[config.mk]
export PLATFORM = sky130hd
export DESIGN_NAME = ultrasonic_echo_ranger_unit
export DESIGN_NICKNAME = d
export VERILOG_FILES = /design/src/rtl/core/uer_pkg.sv /design/src/rtl/core/uer_cfg_regs.sv /design/src/rtl/core/uer_in_reg.sv /design/src/rtl/core/uer_ranger.sv /design/src/rtl/core/uer_out_reg.sv /design/src/rtl/core/ultrasonic_echo_ranger_unit.sv
export SDC_FILE = /design/constraint.sdc
export NUM_CORES = 1
export LEC_CHECK = 0
export CAP_MARGIN = 20
export CORE_ASPECT_RATIO = 1.4
export CORE_UTILIZATION = 58
export CTS_CLUSTER_SIZE = 25
export DETAILED_ROUTE_END_ITERATION = 7
export DONT_BUFFER_PORTS = 1
export PLACE_DENSITY_LB_ADDON = 0.1
export SYNTH_ARGS = -nofsm -noshare
export SYNTH_HDL_FRONTEND = slang
export SYNTH_HIERARCHICAL = 1
export SYNTH_SLANG_ARGS = --single-unit
export TNS_END_PERCENT = 10
[constraint.sdc]
create_clock -name i_clk -period 3.1 [get_ports i_clk]
set_clock_uncertainty 0.15 [all_clocks]
set_input_delay 0.155 -clock i_clk [delete_from_list [all_inputs] [get_ports i_clk]]
set_output_delay 0.155 -clock i_clk [all_outputs]
set_load 0.01 [all_outputs]
[src/rtl/core/uer_pkg.sv]
// shared types and constants for the ultrasonic echo ranger
`timescale 1ns / 1ps

package uer_pkg;

    localparam int SAMPLES     = 4;
    localparam int US_PER_CM   = 58;
    localparam int TICK_W      = 16;
    localparam int REM_W       = 6;
    localparam int CM_W        = 11;
    localparam int SUM_W       = 15;
    localparam int IDX_W       = 5;
    localparam int CFG_IDX_W   = 1;

    // reciprocal for the mean: exact for every 15 bit sum and SAMPLES up to 16
    localparam int RECIP_SHIFT = 20;
    localparam int RECIP_W     = RECIP_SHIFT + 1;
    localparam int PROD_W      = SUM_W + RECIP_W;
    localparam logic [RECIP_W-1:0] RECIP =
        RECIP_W'(((1 << RECIP_SHIFT) + SAMPLES - 1) / SAMPLES);

    localparam logic [TICK_W-1:0] TICK_MAX      = 16'hFFFF;
    localparam logic [REM_W-1:0]  REM_LAST      = REM_W'(US_PER_CM - 1);
    localparam logic [TICK_W-1:0] TRIG_RESET    = 16'd11;
    localparam logic [TICK_W-1:0] TIMEOUT_RESET = 16'hFFFF;

    localparam logic [CFG_IDX_W-1:0] CFG_TRIGGER_TICKS = 1'd0;
    localparam logic [CFG_IDX_W-1:0] CFG_TIMEOUT_TICKS = 1'd1;

    typedef enum logic [1:0] {
        PH_IDLE = 2'd0,
        PH_TRIG = 2'd1,
        PH_WAIT = 2'd2,
        PH_MEAS = 2'd3
    } t_phase;

    typedef struct packed {
        logic echo_level;
        logic start_req;
    } t_item;

    typedef struct packed {
        logic [TICK_W-1:0] trigger_ticks;
        logic [TICK_W-1:0] timeout_ticks;
    } t_cfg;

    typedef struct packed {
        logic            trigger_level;
        logic            busy_res;
        logic            range_valid;
        logic [CM_W-1:0] range_cm;
        logic            timed_out;
    } t_result;

endpackage

[src/rtl/core/uer_cfg_regs.sv]
// configuration registers for trigger length and echo timeout
`timescale 1ns / 1ps

module uer_cfg_regs (
    input  logic                            i_clk,
    input  logic                            i_rst_n,
    input  logic                            i_cfg_valid,
    input  logic [uer_pkg::CFG_IDX_W-1:0]   i_cfg_index,
    input  logic [uer_pkg::TICK_W-1:0]      i_cfg_data,
    output logic                            o_cfg_ready,
    output uer_pkg::t_cfg                   o_cfg
);

    uer_pkg::t_cfg r_cfg;

    assign o_cfg_ready = 1'b1;
    assign o_cfg       = r_cfg;

    always_ff @(posedge i_clk) begin
        if (!i_rst_n) begin
            r_cfg.trigger_ticks <= uer_pkg::TRIG_RESET;
            r_cfg.timeout_ticks <= uer_pkg::TIMEOUT_RESET;
        end else if (i_cfg_valid) begin
            case (i_cfg_index)
                uer_pkg::CFG_TRIGGER_TICKS: r_cfg.trigger_ticks <= i_cfg_data;
                uer_pkg::CFG_TIMEOUT_TICKS: r_cfg.timeout_ticks <= i_cfg_data;
                default: ;
            endcase
        end
    end

endmodule

[src/rtl/core/uer_in_reg.sv]
// input register holding one accepted tick item
`timescale 1ns / 1ps

module uer_in_reg (
    input  logic           i_clk,
    input  logic           i_rst_n,
    input  logic           i_in_valid,
    input  uer_pkg::t_item i_item,
    output logic           o_in_ready,
    input  logic           i_advance,
    output logic           o_valid,
    output uer_pkg::t_item o_item
);

    logic           r_valid;
    uer_pkg::t_item r_item;

    assign o_in_ready = !r_valid || i_advance;
    assign o_valid    = r_valid;
    assign o_item     = r_item;

    always_ff @(posedge i_clk) begin
        if (!i_rst_n) begin
            r_valid <= 1'b0;
        end else if (o_in_ready) begin
            r_valid <= i_in_valid;
        end
    end

    always_ff @(posedge i_clk) begin
        if (o_in_ready && i_in_valid) begin
            r_item <= i_item;
        end
    end

endmodule

[src/rtl/core/uer_ranger.sv]
// ranging state machine: trigger, echo width, running sum and mean
`timescale 1ns / 1ps

module uer_ranger (
    input  logic             i_clk,
    input  logic             i_rst_n,
    input  logic             i_step,
    input  uer_pkg::t_item   i_item,
    input  uer_pkg::t_cfg    i_cfg,
    output uer_pkg::t_result o_result
);

    uer_pkg::t_phase                r_phase, n_phase;
    logic [uer_pkg::TICK_W-1:0]     r_tick, n_tick;
    // tick count kept also as quotient and remainder by 58
    logic [uer_pkg::CM_W-1:0]       r_cm_q, n_cm_q;
    logic [uer_pkg::REM_W-1:0]      r_cm_r, n_cm_r;
    logic                           r_prev_echo;
    logic [uer_pkg::SUM_W-1:0]      r_sum, n_sum;
    logic [uer_pkg::IDX_W-1:0]      r_index, n_index;
    logic [uer_pkg::CM_W-1:0]       r_last, n_last;

    logic [uer_pkg::SUM_W-1:0]      w_sum_add;
    logic [uer_pkg::IDX_W-1:0]      w_index_add;
    logic [uer_pkg::PROD_W-1:0]     w_prod;
    logic [uer_pkg::TICK_W-1:0]     w_tick_inc;
    logic [uer_pkg::CM_W-1:0]       w_q_inc;
    logic [uer_pkg::REM_W-1:0]      w_r_inc;
    logic                           w_rising;
    logic                           w_trig, w_valid, w_tout;

    assign w_rising    = i_item.echo_level && !r_prev_echo;
    assign w_sum_add   = r_sum + uer_pkg::SUM_W'(r_cm_q);
    assign w_index_add = r_index + uer_pkg::IDX_W'(1);
    assign w_prod      = uer_pkg::PROD_W'(w_sum_add) * uer_pkg::PROD_W'(uer_pkg::RECIP);

    // saturating increment of the tick count and its quotient and remainder
    always_comb begin
        w_tick_inc = r_tick;
        w_q_inc    = r_cm_q;
        w_r_inc    = r_cm_r;
        if (r_tick != uer_pkg::TICK_MAX) begin
            w_tick_inc = r_tick + uer_pkg::TICK_W'(1);
            if (r_cm_r == uer_pkg::REM_LAST) begin
                w_r_inc = '0;
                w_q_inc = r_cm_q + uer_pkg::CM_W'(1);
            end else begin
                w_r_inc = r_cm_r + uer_pkg::REM_W'(1);
            end
        end
    end

    always_comb begin
        n_phase = r_phase;
        n_tick  = r_tick;
        n_cm_q  = r_cm_q;
        n_cm_r  = r_cm_r;
        n_sum   = r_sum;
        n_index = r_index;
        n_last  = r_last;
        w_trig  = 1'b0;
        w_valid = 1'b0;
        w_tout  = 1'b0;
        case (r_phase)
            uer_pkg::PH_IDLE, uer_pkg::PH_WAIT: begin
                if (i_item.start_req) begin
                    w_trig  = 1'b1;
                    n_tick  = uer_pkg::TICK_W'(1);
                    n_cm_q  = '0;
                    n_cm_r  = uer_pkg::REM_W'(1);
                    n_phase = (i_cfg.trigger_ticks <= uer_pkg::TICK_W'(1)) ?
                              uer_pkg::PH_WAIT : uer_pkg::PH_TRIG;
                end else if (r_phase == uer_pkg::PH_WAIT && w_rising) begin
                    n_tick = uer_pkg::TICK_W'(1);
                    n_cm_q = '0;
                    n_cm_r = uer_pkg::REM_W'(1);
                    if (i_cfg.timeout_ticks <= uer_pkg::TICK_W'(1)) begin
                        w_tout  = 1'b1;
                        n_phase = uer_pkg::PH_IDLE;
                    end else begin
                        n_phase = uer_pkg::PH_MEAS;
                    end
                end
            end
            uer_pkg::PH_TRIG: begin
                w_trig = 1'b1;
                n_tick = w_tick_inc;
                n_cm_q = w_q_inc;
                n_cm_r = w_r_inc;
                if (w_tick_inc >= i_cfg.trigger_ticks) begin
                    n_phase = uer_pkg::PH_WAIT;
                end
            end
            uer_pkg::PH_MEAS: begin
                if (!i_item.echo_level) begin
                    n_phase = uer_pkg::PH_IDLE;
                    if (w_index_add >= uer_pkg::IDX_W'(uer_pkg::SAMPLES)) begin
                        n_last  = w_prod[uer_pkg::RECIP_SHIFT +: uer_pkg::CM_W];
                        w_valid = 1'b1;
                        n_sum   = '0;
                        n_index = '0;
                    end else begin
                        n_sum   = w_sum_add;
                        n_index = w_index_add;
                    end
                end else begin
                    n_tick = w_tick_inc;
                    n_cm_q = w_q_inc;
                    n_cm_r = w_r_inc;
                    if (w_tick_inc >= i_cfg.timeout_ticks) begin
                        w_tout  = 1'b1;
                        n_phase = uer_pkg::PH_IDLE;
                    end
                end
            end
            default: n_phase = uer_pkg::PH_IDLE;
        endcase
    end

    always_ff @(posedge i_clk) begin
        if (!i_rst_n) begin
            r_phase     <= uer_pkg::PH_IDLE;
            r_tick      <= '0;
            r_cm_q      <= '0;
            r_cm_r      <= '0;
            r_prev_echo <= 1'b0;
            r_sum       <= '0;
            r_index     <= '0;
            r_last      <= '0;
        end else if (i_step) begin
            r_phase     <= n_phase;
            r_tick      <= n_tick;
            r_cm_q      <= n_cm_q;
            r_cm_r      <= n_cm_r;
            r_prev_echo <= i_item.echo_level;
            r_sum       <= n_sum;
            r_index     <= n_index;
            r_last      <= n_last;
        end
    end

    always_comb begin
        o_result.trigger_level = w_trig;
        o_result.busy_res      = (n_phase == uer_pkg::PH_TRIG) ||
                                 (n_phase == uer_pkg::PH_MEAS);
        o_result.range_valid   = w_valid;
        o_result.range_cm      = n_last;
        o_result.timed_out     = w_tout;
    end

endmodule

[src/rtl/core/uer_out_reg.sv]
// result register toward the consumer
`timescale 1ns / 1ps

module uer_out_reg (
    input  logic             i_clk,
    input  logic             i_rst_n,
    input  logic             i_valid,
    input  uer_pkg::t_result i_result,
    output logic             o_advance,
    output logic             o_out_valid,
    input  logic             i_out_ready,
    output uer_pkg::t_result o_result
);

    logic             r_valid;
    uer_pkg::t_result r_result;
    logic             w_free;

    assign w_free      = !r_valid || i_out_ready;
    assign o_advance   = w_free && i_valid;
    assign o_out_valid = r_valid;
    assign o_result    = r_result;

    always_ff @(posedge i_clk) begin
        if (!i_rst_n) begin
            r_valid <= 1'b0;
        end else if (w_free) begin
            r_valid <= i_valid;
        end
    end

    always_ff @(posedge i_clk) begin
        if (o_advance) begin
            r_result <= i_result;
        end
    end

endmodule

[src/rtl/core/ultrasonic_echo_ranger_unit.sv]
// Ultrasonic echo ranger: one item per microsecond tick (echo level, start request) gives one
// result item (trigger drive, busy, averaged range, timeout). Items flow through an input register,
// a single pass of ranging logic and a result register, so one item is taken every cycle while the
// consumer does not stall the result register, and each result is held in the result register once
// its item has passed the input register and the ranging logic; the rate is set by the phase and
// counter update in the ranging logic. Echo width is divided by 58 with a remainder counter kept
// beside the tick count, and the mean over SAMPLES pulses is a constant reciprocal multiply.
// Configuration writes are taken at once and should be done while no item is in flight.
`timescale 1ns / 1ps

module ultrasonic_echo_ranger_unit (
    input  logic                            i_clk,
    input  logic                            i_rst_n,
    input  logic                            i_in_valid,
    output logic                            o_in_ready,
    input  logic                            i_echo_level,
    input  logic                            i_start_req,
    output logic                            o_out_valid,
    input  logic                            i_out_ready,
    output logic                            o_trigger_level,
    output logic                            o_busy_res,
    output logic                            o_range_valid,
    output logic [uer_pkg::CM_W-1:0]        o_range_cm,
    output logic                            o_timed_out,
    input  logic                            i_cfg_valid,
    output logic                            o_cfg_ready,
    input  logic [uer_pkg::CFG_IDX_W-1:0]   i_cfg_index,
    input  logic [uer_pkg::TICK_W-1:0]      i_cfg_data
);

    uer_pkg::t_cfg    w_cfg;
    uer_pkg::t_item   w_in_item;
    uer_pkg::t_item   w_item;
    uer_pkg::t_result w_result;
    uer_pkg::t_result w_out;
    logic             w_item_valid;
    logic             w_advance;

    assign w_in_item.echo_level = i_echo_level;
    assign w_in_item.start_req  = i_start_req;

    uer_cfg_regs u_cfg (
        .i_clk       (i_clk),
        .i_rst_n     (i_rst_n),
        .i_cfg_valid (i_cfg_valid),
        .i_cfg_index (i_cfg_index),
        .i_cfg_data  (i_cfg_data),
        .o_cfg_ready (o_cfg_ready),
        .o_cfg       (w_cfg)
    );

    uer_in_reg u_in (
        .i_clk      (i_clk),
        .i_rst_n    (i_rst_n),
        .i_in_valid (i_in_valid),
        .i_item     (w_in_item),
        .o_in_ready (o_in_ready),
        .i_advance  (w_advance),
        .o_valid    (w_item_valid),
        .o_item     (w_item)
    );

    uer_ranger u_ranger (
        .i_clk    (i_clk),
        .i_rst_n  (i_rst_n),
        .i_step   (w_advance),
        .i_item   (w_item),
        .i_cfg    (w_cfg),
        .o_result (w_result)
    );

    uer_out_reg u_out (
        .i_clk       (i_clk),
        .i_rst_n     (i_rst_n),
        .i_valid     (w_item_valid),
        .i_result    (w_result),
        .o_advance   (w_advance),
        .o_out_valid (o_out_valid),
        .i_out_ready (i_out_ready),
        .o_result    (w_out)
    );

    assign o_trigger_level = w_out.trigger_level;
    assign o_busy_res      = w_out.busy_res;
    assign o_range_valid   = w_out.range_valid;
    assign o_range_cm      = w_out.range_cm;
    assign o_timed_out     = w_out.timed_out;

endmodule

* Word-level counts from Yosys, hierarchy flattened
Index checks and enable logic that the tools add are counted.
** Cells by class
- $add $sub $neg :: 5
- Multipliers :: 0
- Divide/modulo/power cells :: 0
- $lt $le $gt $ge :: 5
- Eq/ne operators :: 9
- Shift-type cells :: 0
- Multiplexer cells :: 39
- Bitwise operators :: 3
- Reduce and logical (&&, ||, !) cells :: 17
** Operator list (number)
- 11-bit two-way mux :: 8
- 16-bit two-way mux :: 4
- 16-bit one-hot mux with 3 select lines :: 1
- 11-bit one-hot mux with 3 select lines :: 1
- 16-bit greater-or-equal comparator :: 2
- 16-bit by 1-bit <= comparator with 1-bit output, second input constant :: 2
- 6-bit two-way mux :: 5
- 6-bit one-hot mux with 3 select lines :: 1
- 16-bit by 1-bit adder with 16-bit output, second input constant :: 1
- 16-bit != test, second input constant :: 1
- 15-bit by 11-bit adder with 15-bit output :: 1
- 15-bit two-way mux :: 1
- 2-bit two-way mux :: 7
- 11-bit by 1-bit adder with 11-bit output, second input constant :: 1
- 1-bit two-way mux :: 7
- 6-bit by 1-bit adder with 6-bit output, second input constant :: 1
- 2-bit == test, second input constant :: 3
- 6-bit == test, second input constant :: 1
- 2-bit one-hot mux with 3 select lines :: 1
- 3-bit AND reduction :: 2
- 5-bit by 1-bit adder with 5-bit output, second input constant :: 1
- 5-bit by 3-bit greater-or-equal comparator with 1-bit output, second input constant :: 1
- 5-bit two-way mux :: 1
- 2-bit by 1-bit == test with 1-bit output, second input constant :: 2
- other kinds (10) :: 22
** Word-level totals
- Flip-flop bits (word level) :: 118
- Latch bits :: 0
- Bits in writable memories :: 0
- Bits in read-only memories :: 0
- Bits of input ports :: 24
- Output and inout port bits :: 18
- Logic and storage cells :: 97
- Memories kept :: 0

* Depth between registers and ports, before layout
- Depth in word-level cells :: 8
- Gate-level depth with buffers :: 14

* Cells and area by module
The synthesis kept the hierarchy.
** By module, submodules not included
- uer_ranger :: times used 1, cells an instance 605, area an instance 4904.7 µm², seq. area each 1301.2 µm²
- uer_cfg_regs :: times used 1, cells an instance 145, area an instance 1353.8 µm², seq. area each 640.6 µm²
- uer_out_reg :: times used 1, cells an instance 19, area an instance 498.0 µm², seq. area each 470.5 µm²
- uer_in_reg :: times used 1, cells an instance 7, area an instance 117.6 µm², seq. area each 80.1 µm²

* Least setup slack after synthesis
Ideal clock, no wire load.
- Path kind :: register to register
- From :: register u_ranger/r_tick[0] in the netlist's numbering
- To :: register u_out.r_result, in the netlist u_out/o_result[0] (data pin)
- Library setup time :: 0.251 ns
- Arrival :: 2.853 ns
- Data required time :: 2.699 ns
- Path slack :: -0.154 ns
- Cell stages (with the launch flop) :: 14
- Path buffers :: 1
- Cells stage by stage :: dfxtp_1 ha_1 nand3_1 or3_4 o21ai_4 nor2_1 xor2_1 ha_1 a21oi_1 o21ai_0 a221o_1 a21oi_1 o21ai_0 buf_4
** On the way
- Longest elaborated chain between the ends :: 6
- Elaborated cells between the ends (all ways) :: 7
- Those cells by class :: 1 x add/sub; 1 x order compare; 1 x eq/ne; 4 x mux
** Ends and longest elaborated chain
- start: declaration :: line uer_ranger.sv:14 : logic [uer_pkg::TICK_W-1:0] r_tick, n_tick;
- start signal: assignment :: line uer_ranger.sv:132 : r_tick <= n_tick;
- 16-bit by 1-bit adder with 16-bit output or 16-bit != test (tied branches) :: line uer_ranger.sv:43, uer_ranger.sv:42
- 16-bit two-way mux * :: line uer_ranger.sv:42 : if (r_tick != uer_pkg::TICK_MAX) begin
- 16-bit greater-or-equal comparator * :: line uer_ranger.sv:110 : if (w_tick_inc >= i_cfg.timeout_ticks) begin
- 1-bit two-way mux * :: line uer_ranger.sv:110
- 1-bit two-way mux * :: line uer_ranger.sv:95 : if (!i_item.echo_level) begin
- 1-bit one-hot mux with 2 select lines * :: line uer_ranger.sv:64 : case (r_phase)
- named net u_ranger.w_tout :: line uer_ranger.sv:30 : logic w_trig, w_valid, w_tout;
- end signal: assignment :: line uer_out_reg.sv:34 : r_result <= i_result;
- end: declaration :: line uer_out_reg.sv:16 : uer_pkg::t_result r_result;
Mark *: on every way through the listed nets, which the timed path passes. The rest lies on a longest branch.
A chain may end at the register's enable or synchronous reset.

==> flow_summary.toml <==
[outcome]
status = "finished, violations left"
violations = "negative setup slack"

[sta]
final_max_slew_viol_count = 0
finalHoldViolCount = 0
max_freq_ghz = 0.3077
period_needed_ns = 3.250
period_share_pct = 104.8
rsz0062_at_grt = "true"
worst_slew_pin_slew_ns = 0.8804
final.setup.tns_ns = -0.4404
holdWs_ns = 0.01836
setup_viol = 4
maxSlewHeadroom_pct = 41.31
layout_setup_ws_ns = -0.1496

[synthesis]
synth_xor_xnor_area_share_pct = 3.185
ys_types = 81
syn-cell-area_mm2 = 0.006874
async_flop_share_pct = 0
synth_ff_type = "dfxtp_1"
synth_nets = 850
synthCells = 776
yosys.area_share.simple_pct = 21.44
synth_top_family_by_area = "simple AND/OR/NAND/NOR gates"
ys_ff_latch = 116
ys_seq_area_share_pct = 36.26
synth_fa_ha_area_share_pct = 9.210
synth_compound_area_share_pct = 18.53
synth_edf_count = 17
synthMuxAreaShare_pct = 4.660
yosysWarnings = 6
avgSynthCellArea_um2 = 8.858

[floorplanning]
die_h_um = 130.8
core_area_mm2 = 0.01145
io_pins = 42
start_util_pct = 60.02
die_w_um = 94.01
dieArea_mm2 = 0.01230
num_rows = 46

[drt]
routed_wl_um = 19430
drt_iter0_markers = 356
ant_nets = 0
firstDrtPassIters = 5
vias = 6291
routedWlPerCell_um = 18.76
via_per_inst = 6.072
remaining_drc_errors = 0

[power]
worst_ir_drop_vdd_mv = 0.4479
seqPwrFrac_pct = 40.9
sw_frac_of_total_pct = 24.67
pwr-share-comb_pct = 8.7
p_sw_uw = 981.9
p_int_uw = 2998
powerDensity_mw_per_mm2 = 458.2
p_total_uw = 3980
leakage_uw = 0.003797
clockPowerShare_pct = 50.4

[global_route]
grt_max_degree = 90
grt_pass1_vias = 6265
grt_pass1_wl_um = 30140
grt_antenna_before_repair = 0
overflow = 0
grt_usage_pct = 32.24

[placement]
dpl.hpwl_um = 12560
place_congestion = 0.9718
numPortBuffers = 0

[layout]
fin_util_pct = 75.82
diodes = 0
drive_gt1_share_pct = 21.41
n_fill_cell = 787
area_growth_pct = 26.34
nets = 953

[clock_tree]
cts_max_level = 4
clock-root-buffer = "clkbuf_16"
tritoncts = "built"
cts-buffers-inserted = 17
clk_pin_slew_worst_paths_ns = 0.06
cts_sinks = 116
clk-insertion-delay-late_ns = 0.42
clockBufferDepth = 2

[setup_path]
setup.worst_path.class = "flop to flop"
worstPathArrival_ns = 3.36
required_ns = 3.21
end_kind = "flop"
cp-start-kind = "flop"
crit_fanout = 3

[hold_path]
hp-class = "primary input to flop"

[flow_run]
max-cap-violations = 0
synthesized netlist by cell type, drive strengths merged (10+ instances only):
library cell,number,share of area [%]
nand3,51,3.9
and3,16,1.5
dfxtp,99,29
o211ai,23,3.3
buf,27,2.7
a21oi,45,3.3
o21ai,30,2.5
xor2,14,1.8
nor3,12,0.95
inv,59,3.2
nand4,14,1.6
nor4,13,1.2
nor2,44,2.4
and2,10,0.98
mux2i,17,2.5
nand2,82,4.5
xnor2,11,1.4
ha,49,8.9
mux2,13,2.2
edfxtp,17,7.4
clkbuf,13,0.71
logic make-up after synthesis:
group / Yosys count
buffers and inverters: 100
adder cells (fa/ha/maj): 50
other: 1
XOR/XNOR: 25
AO/OA/AOI/OAI: 172
multiplexers: 30
flip-flops: 116
AND/OR/NAND/NOR: 282
layer usage:
metal / vias to the layer above / GRT usage (%) / share of wire (%)
li1: 3004 / - / -
met4: 0 / 19.37 / 5.4
met2: 208 / 61.70 / 54
met1: 3009 / 31.48 / 36
met5: - / 0 / 0
met3: 70 / 6.481 / 4.0
power by group through the flow:
stage          Clock (uW)  Combinational, uW  Sequential, uW
2_1_floorplan           0                211            1640
3_5_place_dp            0                247            1660
5_1_grt              2100                374            1630
3_3_place_gp            0                237            1660
6_report             2010                347            1630
4_1_cts              2020                333            1630
repair_timing:
action	4_1_cts	5_1_grt
endpoints found under the hold margin	77	0
pin swaps	23	17
setup endpoints to repair	4	4
hold buffers	54	0
buffers inserted	6	5
gates resized for setup	25	14
cells in the final DEF, fill, tap and decap left out, drive strengths merged, types with 8 or more instances in the layout:
| cell | instances |
|---|---|
| and3 | 16 |
| nor3 | 12 |
| and2 | 10 |
| dlygate4sd3 | 53 |
| ha | 49 |
| clkinv | 8 |
| inv | 61 |
| edfxtp | 17 |
| mux2 | 13 |
| mux2i | 17 |
| nor2 | 44 |
| buf | 71 |
| clkbuf | 17 |
| nand2 | 82 |
| nand4 | 14 |
| a21oi | 45 |
| o21a | 8 |
| nor4 | 13 |
| xor2 | 14 |
| a21o | 9 |
| nand3 | 51 |
| xnor2 | 11 |
| o211ai | 23 |
| dfxtp | 99 |
| o21ai | 30 |
final cells by class:
class / instances / area [um2] / area share, %
Clock buffer: 17 / 425.4 / 4.898
Clock inverter: 15 / 180.2 / 2.075
Inverter: 60 / 225.2 / 2.593
Multi-Input combinational cell: 560 / 4083 / 47.01
Sequential cell: 116 / 2500 / 28.79
Tap cell: 144 / 180.2 / 2.075
Timing Repair Buffer: 124 / 1091 / 12.56
metrics by stage:
| stage | worst slack (ns) | std cells | area [um2] |
|---|---|---|---|
| after floorplan | 0.02568 | 776 | 6892 |
| after global placement | -0.03703 | 939 | 7284 |
| after detailed placement | -0.1187 | 939 | 7284 |
| after CTS | -0.03464 | 1031 | 8586 |
| after global routing | -0.2062 | 1036 | 8685 |
| final | -0.1496 | 1036 | 8685 |
flip-flops by register name, indices dropped and copies added, names as in the netlist:
name and count:
u_cfg/o_cfg 32, u_out/o_out_valid 1, u_ranger/r_phase 2, u_ranger/r_cm_r 6
u_in/o_valid 1, u_ranger/r_prev_echo 1, u_ranger/r_tick 16, u_ranger/r_last 11
u_ranger/r_sum 13, u_out/o_result 15, u_ranger/r_cm_q 11, u_ranger/r_index 5
u_in/o_item 2
worst max-delay path: stages (launching register included):
cell and delay (ns):
dfxtp_2 0.36, ha_4 0.16, buf_4 0.11, and3_4 0.21, nand3_2 0.13, buf_4 0.18
mux2_4 0.31, buf_4 0.15, ha_1 0.27, a2111o_1 0.45, a32oi_1 0.19, o211ai_1 0.20
a31oi_1 0.21
final timing paths:
check                             to  cells past startpoint  slack (ns)               start
setup / recovery  u_out/o_result[13]                     12       -0.15  u_ranger/r_tick[1]
setup reg to reg  u_out/o_result[13]                     12       -0.15  u_ranger/r_tick[1]
hold / removal       u_cfg/o_cfg[22]                      3        0.02         i_cfg_index
hold reg to reg   u_ranger/r_last[3]                      2        0.31  u_ranger/r_last[3]
(Power assumes the default switching activity.)
